`src/hw/rtl/cmc_pkg.sv`:
```
// Shared types and constants for the contour mean curvature block.
// Holds controller states, datapath op codes and the command/status structs.
// No dependencies.
`timescale 1ns / 1ps

package cmc_pkg;

    // default cluster size limit
    localparam int MAX_POINTS_DEF = 1024;

    // 1000^2 * 4: curvature scale before the 2^32 fraction shift
    localparam logic [37:0] SCALE_K = 38'd4000000;

    // iteration counts of the shared divider and square root loops
    localparam logic [6:0] DIV_STEPS  = 7'd64;
    localparam logic [6:0] SQRT_STEPS = 7'd32;

    typedef enum logic [4:0] {
        ST_IDLE,
        ST_DIFF,
        ST_SMUL,
        ST_CHK,
        ST_LD_CR,
        ST_MUL_CR,
        ST_LD_K,
        ST_MUL_K,
        ST_LD_D1,
        ST_MUL_D1,
        ST_LD_D2,
        ST_MUL_D2,
        ST_LD_DIV,
        ST_DIV,
        ST_LD_SQ,
        ST_SQRT,
        ST_ACC,
        ST_UPD,
        ST_FIN,
        ST_LD_MEAN,
        ST_MEAN,
        ST_OUT
    } t_state;

    typedef enum logic [4:0] {
        DP_NOP,
        DP_CAPTURE,
        DP_DIFF,
        DP_SMUL_STEP,
        DP_LD_CR,
        DP_LD_K,
        DP_LD_D1,
        DP_LD_D2,
        DP_MUL_STEP,
        DP_LD_DIV_TERM,
        DP_LD_DIV_MEAN,
        DP_DIV_STEP,
        DP_LD_SQRT,
        DP_SQRT_STEP,
        DP_ACC,
        DP_UPDATE,
        DP_OUT_LOAD
    } t_dp_op;

    typedef struct packed {
        t_dp_op op;
    } t_dp_cmd;

    typedef struct packed {
        logic mul_done;
        logic cnt_zero;
        logic smul_last;
        logic degenerate;
        logic last;
        logic cnt_ge2;
        logic cnt_ge3;
        logic out_free;
    } t_dp_sts;

endpackage

```
`src/hw/rtl/cmc_datapath.sv`:
```
// Datapath of the contour mean curvature block: point history, small multiplier,
// serial shift-add multiplier, restoring divider, square root and output register.
// Depends on cmc_pkg.
`timescale 1ns / 1ps

module cmc_datapath import cmc_pkg::*; #(
    parameter int MAX_POINTS = MAX_POINTS_DEF,
    localparam int CNT_W = $clog2(MAX_POINTS + 1)
) (
    input  logic               i_clk,
    input  logic               i_rst_n,
    input  t_dp_cmd            i_cmd,
    output t_dp_sts            o_sts,
    input  logic signed [17:0] i_x_mm,
    input  logic signed [17:0] i_y_mm,
    input  logic               i_last,
    input  logic               i_ready,
    output logic               o_valid,
    output logic [31:0]        o_mean_curvature,
    output logic               o_valid_res,
    output logic [10:0]        o_points_seen
);

    // captured beat
    logic signed [17:0] r_x, r_y;
    logic               r_last;
    // history and running state
    logic signed [17:0] r_px0, r_py0, r_px1, r_py1;
    logic [CNT_W-1:0]   r_count;
    logic [47:0]        r_sum;
    // triangle edges
    logic signed [18:0] r_ux, r_uy, r_vx, r_vy, r_wx, r_wy;
    logic [6:0]         r_cnt;
    logic signed [38:0] r_cr;
    logic [37:0]        r_d01, r_d02, r_d12;
    // serial multiplier
    logic [113:0]       r_mc, r_prod;
    logic [37:0]        r_mp;
    logic [97:0]        r_num;
    // divider
    logic [113:0]       r_den, r_rem;
    logic [63:0]        r_qsrc, r_q;
    // square root
    logic [63:0]        r_sx;
    logic [31:0]        r_root;
    logic [33:0]        r_srem;
    // output register
    logic               r_ovalid;
    logic [31:0]        r_omean;
    logic               r_ovres;
    logic [10:0]        r_opts;

    logic signed [18:0] s_a, s_b;
    logic signed [37:0] w_sp;
    logic signed [38:0] w_ncr;
    logic [37:0]        w_acr;
    logic [114:0]       w_rs, w_dv, w_diff;
    logic               w_ge;
    logic [35:0]        w_sr, w_trial;
    logic               w_sge;
    logic [48:0]        w_sum;
    logic               w_cnt_ge3;

    // small multiplier operand select
    always_comb begin
        case (r_cnt[2:0])
            3'd0:    begin s_a = r_ux; s_b = r_vy; end
            3'd1:    begin s_a = r_uy; s_b = r_vx; end
            3'd2:    begin s_a = r_ux; s_b = r_ux; end
            3'd3:    begin s_a = r_uy; s_b = r_uy; end
            3'd4:    begin s_a = r_vx; s_b = r_vx; end
            3'd5:    begin s_a = r_vy; s_b = r_vy; end
            3'd6:    begin s_a = r_wx; s_b = r_wx; end
            3'd7:    begin s_a = r_wy; s_b = r_wy; end
            default: begin s_a = r_ux; s_b = r_vy; end
        endcase
    end

    assign w_sp  = s_a * s_b;
    assign w_ncr = -r_cr;
    assign w_acr = r_cr[38] ? w_ncr[37:0] : r_cr[37:0];

    // divider step
    assign w_rs   = {r_rem, r_qsrc[63]};
    assign w_dv   = {1'b0, r_den};
    assign w_ge   = (w_rs >= w_dv);
    assign w_diff = w_rs - w_dv;

    // square root step
    assign w_sr    = {r_srem, r_sx[63:62]};
    assign w_trial = {2'b00, r_root, 2'b01};
    assign w_sge   = (w_sr >= w_trial);

    assign w_sum     = {1'b0, r_sum} + 49'(r_root);
    assign w_cnt_ge3 = (r_count >= CNT_W'(3));

    // status to the controller
    always_comb begin
        o_sts.mul_done   = (r_mp == '0);
        o_sts.cnt_zero   = (r_cnt == '0);
        o_sts.smul_last  = (r_cnt[2:0] == 3'd7);
        o_sts.degenerate = (r_cr == '0) || (r_d01 == '0) || (r_d02 == '0) || (r_d12 == '0);
        o_sts.last       = r_last;
        o_sts.cnt_ge2    = (r_count >= CNT_W'(2));
        o_sts.cnt_ge3    = w_cnt_ge3;
        o_sts.out_free   = !r_ovalid || i_ready;
    end

    // running state and output valid
    always_ff @(posedge i_clk) begin
        if (!i_rst_n) begin
            r_px0    <= '0;
            r_py0    <= '0;
            r_px1    <= '0;
            r_py1    <= '0;
            r_count  <= '0;
            r_sum    <= '0;
            r_ovalid <= 1'b0;
        end else begin
            // a new result may replace one taken in the same cycle
            if (i_cmd.op == DP_OUT_LOAD) begin
                r_ovalid <= 1'b1;
            end else if (r_ovalid && i_ready) begin
                r_ovalid <= 1'b0;
            end
            case (i_cmd.op)
                DP_ACC: begin
                    r_sum <= w_sum[48] ? '1 : w_sum[47:0];
                end
                DP_UPDATE: begin
                    r_px1 <= r_px0;
                    r_py1 <= r_py0;
                    r_px0 <= r_x;
                    r_py0 <= r_y;
                    if (r_count != CNT_W'(MAX_POINTS)) begin
                        r_count <= r_count + CNT_W'(1);
                    end
                end
                DP_OUT_LOAD: begin
                    r_px0    <= '0;
                    r_py0    <= '0;
                    r_px1    <= '0;
                    r_py1    <= '0;
                    r_count  <= '0;
                    r_sum    <= '0;
                end
                default: begin
                end
            endcase
        end
    end

    // working registers
    always_ff @(posedge i_clk) begin
        case (i_cmd.op)
            DP_CAPTURE: begin
                r_x    <= i_x_mm;
                r_y    <= i_y_mm;
                r_last <= i_last;
            end
            DP_DIFF: begin
                r_ux  <= 19'(r_px0) - 19'(r_px1);
                r_uy  <= 19'(r_py0) - 19'(r_py1);
                r_vx  <= 19'(r_x) - 19'(r_px1);
                r_vy  <= 19'(r_y) - 19'(r_py1);
                r_wx  <= 19'(r_x) - 19'(r_px0);
                r_wy  <= 19'(r_y) - 19'(r_py0);
                r_cnt <= '0;
            end
            DP_SMUL_STEP: begin
                case (r_cnt[2:0])
                    3'd0:    r_cr  <= 39'(w_sp);
                    3'd1:    r_cr  <= r_cr - 39'(w_sp);
                    3'd2:    r_d01 <= unsigned'(w_sp);
                    3'd3:    r_d01 <= r_d01 + unsigned'(w_sp);
                    3'd4:    r_d02 <= unsigned'(w_sp);
                    3'd5:    r_d02 <= r_d02 + unsigned'(w_sp);
                    3'd6:    r_d12 <= unsigned'(w_sp);
                    3'd7:    r_d12 <= r_d12 + unsigned'(w_sp);
                    default: r_cr  <= r_cr;
                endcase
                r_cnt <= r_cnt + 7'd1;
            end
            DP_LD_CR: begin
                r_mc   <= 114'(w_acr);
                r_mp   <= w_acr;
                r_prod <= '0;
            end
            DP_LD_K: begin
                r_mc   <= r_prod;
                r_mp   <= SCALE_K;
                r_prod <= '0;
            end
            DP_LD_D1: begin
                r_num  <= r_prod[97:0];
                r_mc   <= 114'(r_d01);
                r_mp   <= r_d12;
                r_prod <= '0;
            end
            DP_LD_D2: begin
                r_mc   <= r_prod;
                r_mp   <= r_d02;
                r_prod <= '0;
            end
            DP_MUL_STEP: begin
                if (r_mp[0]) begin
                    r_prod <= r_prod + r_mc;
                end
                r_mc <= {r_mc[112:0], 1'b0};
                r_mp <= {1'b0, r_mp[37:1]};
            end
            // numerator is num98 * 2^32; its top 66 bits sit below the divisor
            DP_LD_DIV_TERM: begin
                r_den  <= r_prod;
                r_rem  <= 114'(r_num[97:32]);
                r_qsrc <= {r_num[31:0], 32'd0};
                r_q    <= '0;
                r_cnt  <= DIV_STEPS;
            end
            DP_LD_DIV_MEAN: begin
                r_den  <= 114'(r_count);
                r_rem  <= '0;
                r_qsrc <= 64'(r_sum);
                r_q    <= '0;
                r_cnt  <= DIV_STEPS;
            end
            DP_DIV_STEP: begin
                r_rem  <= w_ge ? w_diff[113:0] : w_rs[113:0];
                r_q    <= {r_q[62:0], w_ge};
                r_qsrc <= {r_qsrc[62:0], 1'b0};
                r_cnt  <= r_cnt - 7'd1;
            end
            DP_LD_SQRT: begin
                r_sx   <= r_q;
                r_root <= '0;
                r_srem <= '0;
                r_cnt  <= SQRT_STEPS;
            end
            DP_SQRT_STEP: begin
                r_srem <= w_sge ? 34'(w_sr - w_trial) : w_sr[33:0];
                r_root <= {r_root[30:0], w_sge};
                r_sx   <= {r_sx[61:0], 2'b00};
                r_cnt  <= r_cnt - 7'd1;
            end
            DP_OUT_LOAD: begin
                r_omean <= !w_cnt_ge3 ? 32'd0 : ((|r_q[63:32]) ? '1 : r_q[31:0]);
                r_ovres <= w_cnt_ge3;
                r_opts  <= 11'(r_count);
            end
            default: begin
            end
        endcase
    end

    assign o_valid          = r_ovalid;
    assign o_mean_curvature = r_omean;
    assign o_valid_res      = r_ovres;
    assign o_points_seen    = r_opts;

endmodule

```
`src/hw/rtl/cmc_ctrl.sv`:
```
// Controller of the contour mean curvature block: sequences the datapath ops.
// Depends on cmc_pkg.
`timescale 1ns / 1ps

module cmc_ctrl import cmc_pkg::*; (
    input  logic    i_clk,
    input  logic    i_rst_n,
    input  logic    i_valid,
    output logic    o_ready,
    input  t_dp_sts i_sts,
    output t_dp_cmd o_cmd
);

    t_state r_state, n_state;

    always_ff @(posedge i_clk) begin
        if (!i_rst_n) begin
            r_state <= ST_IDLE;
        end else begin
            r_state <= n_state;
        end
    end

    // next state
    always_comb begin
        n_state = r_state;
        case (r_state)
            ST_IDLE:    if (i_valid) n_state = i_sts.cnt_ge2 ? ST_DIFF : ST_UPD;
            ST_DIFF:    n_state = ST_SMUL;
            ST_SMUL:    if (i_sts.smul_last) n_state = ST_CHK;
            ST_CHK:     n_state = i_sts.degenerate ? ST_UPD : ST_LD_CR;
            ST_LD_CR:   n_state = ST_MUL_CR;
            ST_MUL_CR:  if (i_sts.mul_done) n_state = ST_LD_K;
            ST_LD_K:    n_state = ST_MUL_K;
            ST_MUL_K:   if (i_sts.mul_done) n_state = ST_LD_D1;
            ST_LD_D1:   n_state = ST_MUL_D1;
            ST_MUL_D1:  if (i_sts.mul_done) n_state = ST_LD_D2;
            ST_LD_D2:   n_state = ST_MUL_D2;
            ST_MUL_D2:  if (i_sts.mul_done) n_state = ST_LD_DIV;
            ST_LD_DIV:  n_state = ST_DIV;
            ST_DIV:     if (i_sts.cnt_zero) n_state = ST_LD_SQ;
            ST_LD_SQ:   n_state = ST_SQRT;
            ST_SQRT:    if (i_sts.cnt_zero) n_state = ST_ACC;
            ST_ACC:     n_state = ST_UPD;
            ST_UPD:     n_state = ST_FIN;
            ST_FIN: begin
                if (!i_sts.last)        n_state = ST_IDLE;
                else if (i_sts.cnt_ge3) n_state = ST_LD_MEAN;
                else                    n_state = ST_OUT;
            end
            ST_LD_MEAN: n_state = ST_MEAN;
            ST_MEAN:    if (i_sts.cnt_zero) n_state = ST_OUT;
            ST_OUT:     if (i_sts.out_free) n_state = ST_IDLE;
            default:    n_state = ST_IDLE;
        endcase
    end

    // op issue
    always_comb begin
        o_cmd.op = DP_NOP;
        o_ready  = 1'b0;
        case (r_state)
            ST_IDLE: begin
                o_ready = 1'b1;
                if (i_valid) o_cmd.op = DP_CAPTURE;
            end
            ST_DIFF:    o_cmd.op = DP_DIFF;
            ST_SMUL:    o_cmd.op = DP_SMUL_STEP;
            ST_LD_CR:   o_cmd.op = DP_LD_CR;
            ST_LD_K:    o_cmd.op = DP_LD_K;
            ST_LD_D1:   o_cmd.op = DP_LD_D1;
            ST_LD_D2:   o_cmd.op = DP_LD_D2;
            ST_MUL_CR, ST_MUL_K, ST_MUL_D1, ST_MUL_D2: begin
                if (!i_sts.mul_done) o_cmd.op = DP_MUL_STEP;
            end
            ST_LD_DIV:  o_cmd.op = DP_LD_DIV_TERM;
            ST_DIV, ST_MEAN: begin
                if (!i_sts.cnt_zero) o_cmd.op = DP_DIV_STEP;
            end
            ST_LD_SQ:   o_cmd.op = DP_LD_SQRT;
            ST_SQRT: begin
                if (!i_sts.cnt_zero) o_cmd.op = DP_SQRT_STEP;
            end
            ST_ACC:     o_cmd.op = DP_ACC;
            ST_UPD:     o_cmd.op = DP_UPDATE;
            ST_LD_MEAN: o_cmd.op = DP_LD_DIV_MEAN;
            ST_OUT: begin
                if (i_sts.out_free) o_cmd.op = DP_OUT_LOAD;
            end
            default:    o_cmd.op = DP_NOP;
        endcase
    end

endmodule

```
`src/hw/rtl/contour_mean_curvature.sv`:
```
// Channel  Direction  Handshake          Payload
// in       input      i_valid / o_ready  i_x_mm, i_y_mm, i_last
// out      output     o_valid / i_ready  o_mean_curvature, o_valid_res, o_points_seen
//
// One point at a time. The first two points of a cluster and an interior point with a
// degenerate triangle skip the curvature term; any other interior point's time is set
// by the serial shift-add multiplier (one multiplier bit per step over four products
// of up to 38 bits), the 64-step divider and the 32-step root.
// A last point adds the mean division on the same divider (skipped when the cluster
// has fewer than three points), plus any wait for the output register.
// Reset (synchronous, active low) clears the history, count, sum and control.
// A waiting result does not block new points until another last point needs the
// output register.
`timescale 1ns / 1ps

module contour_mean_curvature import cmc_pkg::*; #(
    parameter int MAX_POINTS = MAX_POINTS_DEF
) (
    input  logic               i_clk,
    input  logic               i_rst_n,
    input  logic               i_valid,
    output logic               o_ready,
    input  logic signed [17:0] i_x_mm,
    input  logic signed [17:0] i_y_mm,
    input  logic               i_last,
    output logic               o_valid,
    input  logic               i_ready,
    output logic [31:0]        o_mean_curvature,
    output logic               o_valid_res,
    output logic [10:0]        o_points_seen
);

    t_dp_cmd w_cmd;
    t_dp_sts w_sts;

    cmc_ctrl u_ctrl (
        .i_clk   (i_clk),
        .i_rst_n (i_rst_n),
        .i_valid (i_valid),
        .o_ready (o_ready),
        .i_sts   (w_sts),
        .o_cmd   (w_cmd)
    );

    cmc_datapath #(
        .MAX_POINTS (MAX_POINTS)
    ) u_datapath (
        .i_clk            (i_clk),
        .i_rst_n          (i_rst_n),
        .i_cmd            (w_cmd),
        .o_sts            (w_sts),
        .i_x_mm           (i_x_mm),
        .i_y_mm           (i_y_mm),
        .i_last           (i_last),
        .i_ready          (i_ready),
        .o_valid          (o_valid),
        .o_mean_curvature (o_mean_curvature),
        .o_valid_res      (o_valid_res),
        .o_points_seen    (o_points_seen)
    );

endmodule

```
`config.mk`:
```
export PLATFORM = sky130hd
export DESIGN_NAME = contour_mean_curvature
export DESIGN_NICKNAME = d
export VERILOG_FILES = /design/src/hw/rtl/cmc_pkg.sv /design/src/hw/rtl/cmc_datapath.sv /design/src/hw/rtl/cmc_ctrl.sv /design/src/hw/rtl/contour_mean_curvature.sv
export SDC_FILE = /design/constraint.sdc
export NUM_CORES = 2
export LEC_CHECK = 0
export ABC_AREA = 1
export BUFFER_PORTS_ARGS = -buffer_cell sky130_fd_sc_hd__buf_2
export CORE_MARGIN = 1.5
export CORE_UTILIZATION = 60
export DETAILED_ROUTE_END_ITERATION = 10
export PLACE_DENSITY = 0.74
export SYNTH_ARGS = -nofsm -noshare
export SYNTH_HDL_FRONTEND = slang
export SYNTH_HIERARCHICAL = 1
export SYNTH_SLANG_ARGS = --single-unit
```
`constraint.sdc`:
```
create_clock -name i_clk -period 20.2 [get_ports i_clk]
set_input_delay 4.04 -clock i_clk [delete_from_list [all_inputs] [get_ports i_clk]]
set_output_delay 4.04 -clock i_clk [all_outputs]
set_load 0.02 [all_outputs]
```
; ---- Word level (Yosys, flattened, before mapping)
; Index checks and enable logic that the tools add are counted.
; W data, S select, Z words.
[word_totals]
mem_bits_rw = 0
input_bits = 41
memories = 0
mem_bits_ro = 0
latch_bits = 0
register_bits = 1342
[classes]
eq_ne = 57
div = 0
bitwise = 0
mux = 54
shifts = 0
n_reduce_logical = 47
mul = 1
n_lt_le_gt_ge = 4
n_addsub = 18
[op_table]
columns = operator, count
row1 = $pmux W114 S2, 2
row2 = $pmux W114 S4, 1
row3 = $pmux W114 S3, 1
row4 = $pmux W64 S2, 2
row5 = $mux W114, 2
row6 = $pmux W19 S6, 2
row7 = $pmux W38 S2, 3
row8 = $pmux W64 S3, 1
row9 = $pmux W38 S5, 1
row10 = $logic_not A38 Y1, 4
row11 = $pmux W18 S2, 4
row12 = $ge A115 B114 Y1, 1
row13 = $add A114 B114 Y114, 1
row14 = $add A38 B38 Y38, 3
row15 = $sub A114 B114 Y114, 1
row16 = $sub A18 B18 Y19, 6
row17 = $pmux W5 S22, 1
row18 = $pmux W48 S2, 1
row19 = $eq A5 B4 Y1 const B, 16
row20 = $pmux W5 S16, 1
row21 = $pmux W39 S2, 1
row22 = $mux W5, 14
row23 = $pmux W34 S2, 1
row24 = $pmux W32 S2, 1
row25 = other kinds (46), 110

; ---- Depth between registers and ports, before layout
[depth]
depth_word = 8
depth_mapped = 53
depth_no_buf = 53

; ---- Cells and area by module
; Netlist, hierarchy kept.
[modules_own_cells]
columns = mod, n_inst, seq_area_each_um2, area_each_um2, cells_each
row1 = cmc_datapath, 1, 38827.2, 103327.8, 12950
row2 = cmc_ctrl, 1, 100.1, 737.0, 138

; ---- Least setup slack after synthesis
; No wires, ideal clock.
[synth_path]
path_type = input to register
start = in i_ready
end = reg u_datapath.r_den[0] (enable)
path_buffers = 0
stages = 9
arrival_time_ps = 18145
required_ps = 19744
setup_time_ps = 456
setup_slack_ps = 1599
cell_sequence = inv_1 > nand2_1 > inv_1 > nor2_1 > inv_1 > nand2_1 > nor2_1 > nand2_1 > inv_1
[synth_lines]
columns = item, line
row1 = "start, declared", contour_mean_curvature.sv:27  ; input logic i_ready,
row2 = "end signal, assigned", cmc_datapath.sv:214  ; r_den <= r_prod;
row3 = "end signal, assigned", cmc_datapath.sv:221  ; r_den <= 114'(r_count);
row4 = "end, declared", cmc_datapath.sv:41  ; logic [113:0] r_den, r_rem;

; ---- Worst setup path after layout
[layout_path]
start = reg u_datapath.r_cnt[1]
end = reg u_datapath.r_cr[33], data pin
[layout_via]
elab_chain_len = 6
elab_cells_between_ends = 17
classes_between = add/sub: 1 / mul: 1 / eq/ne: 7 / mux: 3 / reduce/logical: 5
[layout_rtl]
columns = item, line
row1 = "start, declared", cmc_datapath.sv:33  ; logic [6:0] r_cnt;
row2 = "start signal, assigned", cmc_datapath.sv:182  ; r_cnt <= r_cnt + 7'd1;
row3 = "start signal, assigned", cmc_datapath.sv:231  ; r_cnt <= r_cnt - 7'd1;
row4 = "start signal, assigned", cmc_datapath.sv:243  ; r_cnt <= r_cnt - 7'd1;
row5 = $eq A3 B1 Y1 (tied with other cells), "cmc_datapath.sv:66, cmc_datapath.sv:171"
row6 = $reduce_or A2 Y1 (no source line), --
row7 = $pmux W19 S6, cmc_datapath.sv:66  ; case (r_cnt[2:0])
row8 = $mul A19 B19 Y38, cmc_datapath.sv:79  ; assign w_sp = s_a * s_b;
row9 = $sub A39 B38 Y39, cmc_datapath.sv:173  ; 3'd1: r_cr <= r_cr - 39'(w_sp);
row10 = $pmux W39 S2 *, cmc_datapath.sv:171  ; case (r_cnt[2:0])
row11 = "end signal, assigned", cmc_datapath.sv:172  ; 3'd0: r_cr <= 39'(w_sp);
row12 = "end signal, assigned", cmc_datapath.sv:173
row13 = "end signal, assigned", cmc_datapath.sv:180  ; default: r_cr <= r_cr;
row14 = "end, declared", cmc_datapath.sv:34  ; logic signed [38:0] r_cr;
; Mark *: on every way between the ends. The rest lies on a longest branch, timed or not.
; A chain may end at the register's enable or synchronous reset.

==> impl_metrics.yaml <==
routing:
  drc_errors: 0
  wl_per_cell_um: 24.9
  final_antenna_net_count: 0
  first_iter_violations: 13700
  dr.pass1.iters: 10
  drt-total-wl_um: 387000
  vias: 98100
  viasPerCell: 6.30
die:
  rows: 152
  dieArea_mm2: 0.176
  ios: 87
  die_w_um: 419
  coreArea_mm2: 0.172
  die_height_um: 419
  start_util: 0.605
synthesis:
  ys_top_cells_by_area: "edfxtp_1 (35%), nand2_1 (9.3%), ha_1 (8.0%)"
  synthCells: 13100
  yosys_warnings: 6
  synth_cell_types: 70
  seq_area_frac_synth: 0.374
  syn_nets: 14200
  avgSynthCellArea_um2: 7.95
  synth_area_mm2: 0.104
  synth_top_flop_cell: "edfxtp_1"
  synth_top_area_frac: 0.348
  synth_common_cells: "nand2_1 (2578), inv_1 (2082), nor2_1 (1462), a21oi_1 (1308), edfxtp_1 (1205)"
  synth_seq_cells: 1342
  async_flop_share: 0
  synth.most_common_cell: "nand2_1"
  synth-edff-count: 1205
  synth_top_area_cell: "edfxtp_1"
clock_network:
  clkSinkCount: 1342
  tritoncts: "yes"
  ctsHoldBuffers: 0
  insertion_delay_ns: 0.84
  htree_levels: 4
  cts_resized: 0
  clock_path_buffers: 3
  cts_root_buf: "clkbuf_16"
  cts_setup_buffers: 0
  clkTransAtPathRegs_ns: 0.06
  cts_made_buffers: 150
critical_path:
  cp_data_required_time_ns: 20.71
  reg2reg_setup_slack_ns: 7.06
  worstSetupStartpoint: "u_datapath/r_cnt[1]"
  critical_path_arrival_ns: 13.66
  worst-setup-path-type: "reg2reg"
  worst_setup_path_end_kind: "flop"
  reg2reg_from: "u_datapath/r_cnt[1]"
  max_stage_delay_ns: 0.76
  crit_path_frequent_cell: "nand2_1"
  startpoint_type: "flop"
  crit_path_end: "u_datapath/r_cr[33]"
  ff2ff_path_depth: 47
  critPathSlowestCell: "o21ai_0"
  cp_max_fo: 42
  r2r-end: "u_datapath/r_cr[33]"
global_routing:
  grt_pass1_vias: 94400
  overflow: 0
  grt_max_degree: 163
  grt_pass1_wl_um: 571000
  gr-usage-all-layers: 0.431
  antenna_found_initial: 10
layout:
  area_growth_pct: 8.06
  regArea_mm2: 0.0389
  drive_gt1_frac: 0.0480
  nets: 14200
  fillers: 14200
  multi_input_area_mm2: 0.0561
placed_design:
  port_buffers: 86
  place_hpwl_um: 302000
  gp_congestion: 1.10
sta:
  hold_viol: 0
  finClkSkew_ns: 0.0692
  setup_viol: 0
  fin_crit_sh: 0.651
  slew_headroom: 0.0203
  max_freq_mhz: 76.1
  drv_slew: 0
  worst_slew_pin_slew_ns: 1.45
  rsz0062_at_grt: "no"
  tns_ns: 0
  min_period_ns: 13.14
min_path:
  hp-class: "reg2reg"
status:
  status: "complete, no violations"
flow_run:
  cap_violations: 0
-- cell type report --
class / count / area share
multi-input combinational: 9322 / 0.499
sequential: 1342 / 0.346
inverter: 2127 / 0.0711
clock buffer: 179 / 0.0347
tap: 2310 / 0.0257
clock inverter: 99 / 0.0123
timing repair buffer: 195 / 0.0113
antenna: 6 / 0.000134
-- layout by cell type, fill, tap and decap left out, types with 52 or more instances in the layout --
master and count:
nand2_1 2575, ha_1 665, buf_4 107, inv_1 2079
edfxtp_1 1205, xnor2_1 141, nor3_1 108, nand4_1 119
fa_1 383, buf_2 86, nor4_1 74, a31oi_1 96
o21ai_0 968, a21oi_1 1307, clkbuf_16 150, o211ai_1 68
o21ai_1 113, nand3_1 391, xor2_1 202, dfxtp_1 137
o21bai_1 57, nor2_1 1445, o21a_1 86, or2_2 66
a21o_1 52
-- worst min path at each step --
stage,slack (ns),startpoint,depth (start not counted),endpoint
CTS,0.46,u_datapath/r_count[3],0,u_datapath/o_points_seen[3]
global placement,0.45,u_datapath/r_py1[3],2,u_datapath/r_py1[3]
global route,0.47,u_datapath/r_count[3],0,u_datapath/o_points_seen[3]
detailed placement,0.45,u_datapath/r_count[3],0,u_datapath/o_points_seen[3]
floorplan,0.43,u_datapath/r_count[10],0,u_datapath/o_points_seen[10]
finish,0.46,u_datapath/r_py1[2],2,u_datapath/r_py1[2]
-- routing by layer --
metal  track usage  up-vias  routed length [um]
met4         0.278       10               29500
li1              -    43800                   -
met3        0.0841     1340               42600
met1         0.545    46400              143000
met5       0.00194        -                  94
met2         0.675     6612              172000
-- registers in the layout (all words and copies together) (netlist names), 32 cells and up --
| signal | cells |
|---|---|
| u_datapath/r_den | 114 |
| u_datapath/r_mc | 114 |
| u_datapath/r_prod | 114 |
| u_datapath/r_rem | 114 |
| u_datapath/r_num | 98 |
| u_datapath/r_q | 64 |
| u_datapath/r_qsrc | 64 |
| u_datapath/r_sx | 64 |
| u_datapath/r_sum | 48 |
| u_datapath/r_cr | 39 |
| u_datapath/r_d01 | 38 |
| u_datapath/r_d02 | 38 |
| u_datapath/r_d12 | 38 |
| u_datapath/r_mp | 38 |
| u_datapath/r_srem | 34 |
| u_datapath/o_mean_curvature | 32 |
| u_datapath/r_root | 32 |
-- logic make-up (layout without fill, tap and decap cells) --
family / count (synthesis) / after routing / share of synthesized area
simple gates: 4905 / 4905 / 0.193
compound gates: 3025 / 3025 / 0.161
buf+inv: 2424 / 2600 / 0.0891
flops: 1342 / 1342 / 0.374
fa+ha+maj: 1048 / 1048 / 0.154
xor+xnor: 343 / 343 / 0.0289
mux: 1 / 1 / 0.000108
other cells: 0 / 6 / 0
-- critical path, delay by kind of cell (launching register included) --
family / cells / cell delay (ns)
adders and majority gates: 9 / 4.28
buffers and inverters: 13 / 2.72
and+or+nand+nor: 18 / 2.27
AOI/OAI and AO/OA: 6 / 2.20
xor gates and xnor gates: 1 / 0.69
DFF: 1 / 0.59
-- stage by stage --
stage                     setup WS [ns]  instances   util  hold slack (ns)  instance area [um2]
after floorplan                    1.60      13100      -            0.431               104000
after global placement             7.58      15300  0.623            0.450               107000
after detailed placement           7.45      15300  0.623            0.449               107000
after CTS                          7.43      15600  0.654            0.463               112000
after global routing               6.46      15600  0.654            0.473               112000
final                              7.06      15600  0.654            0.464               112000
Power is not shown: default switching activity piles up to over one toggle a cycle in this logic, so the estimate is an artifact.
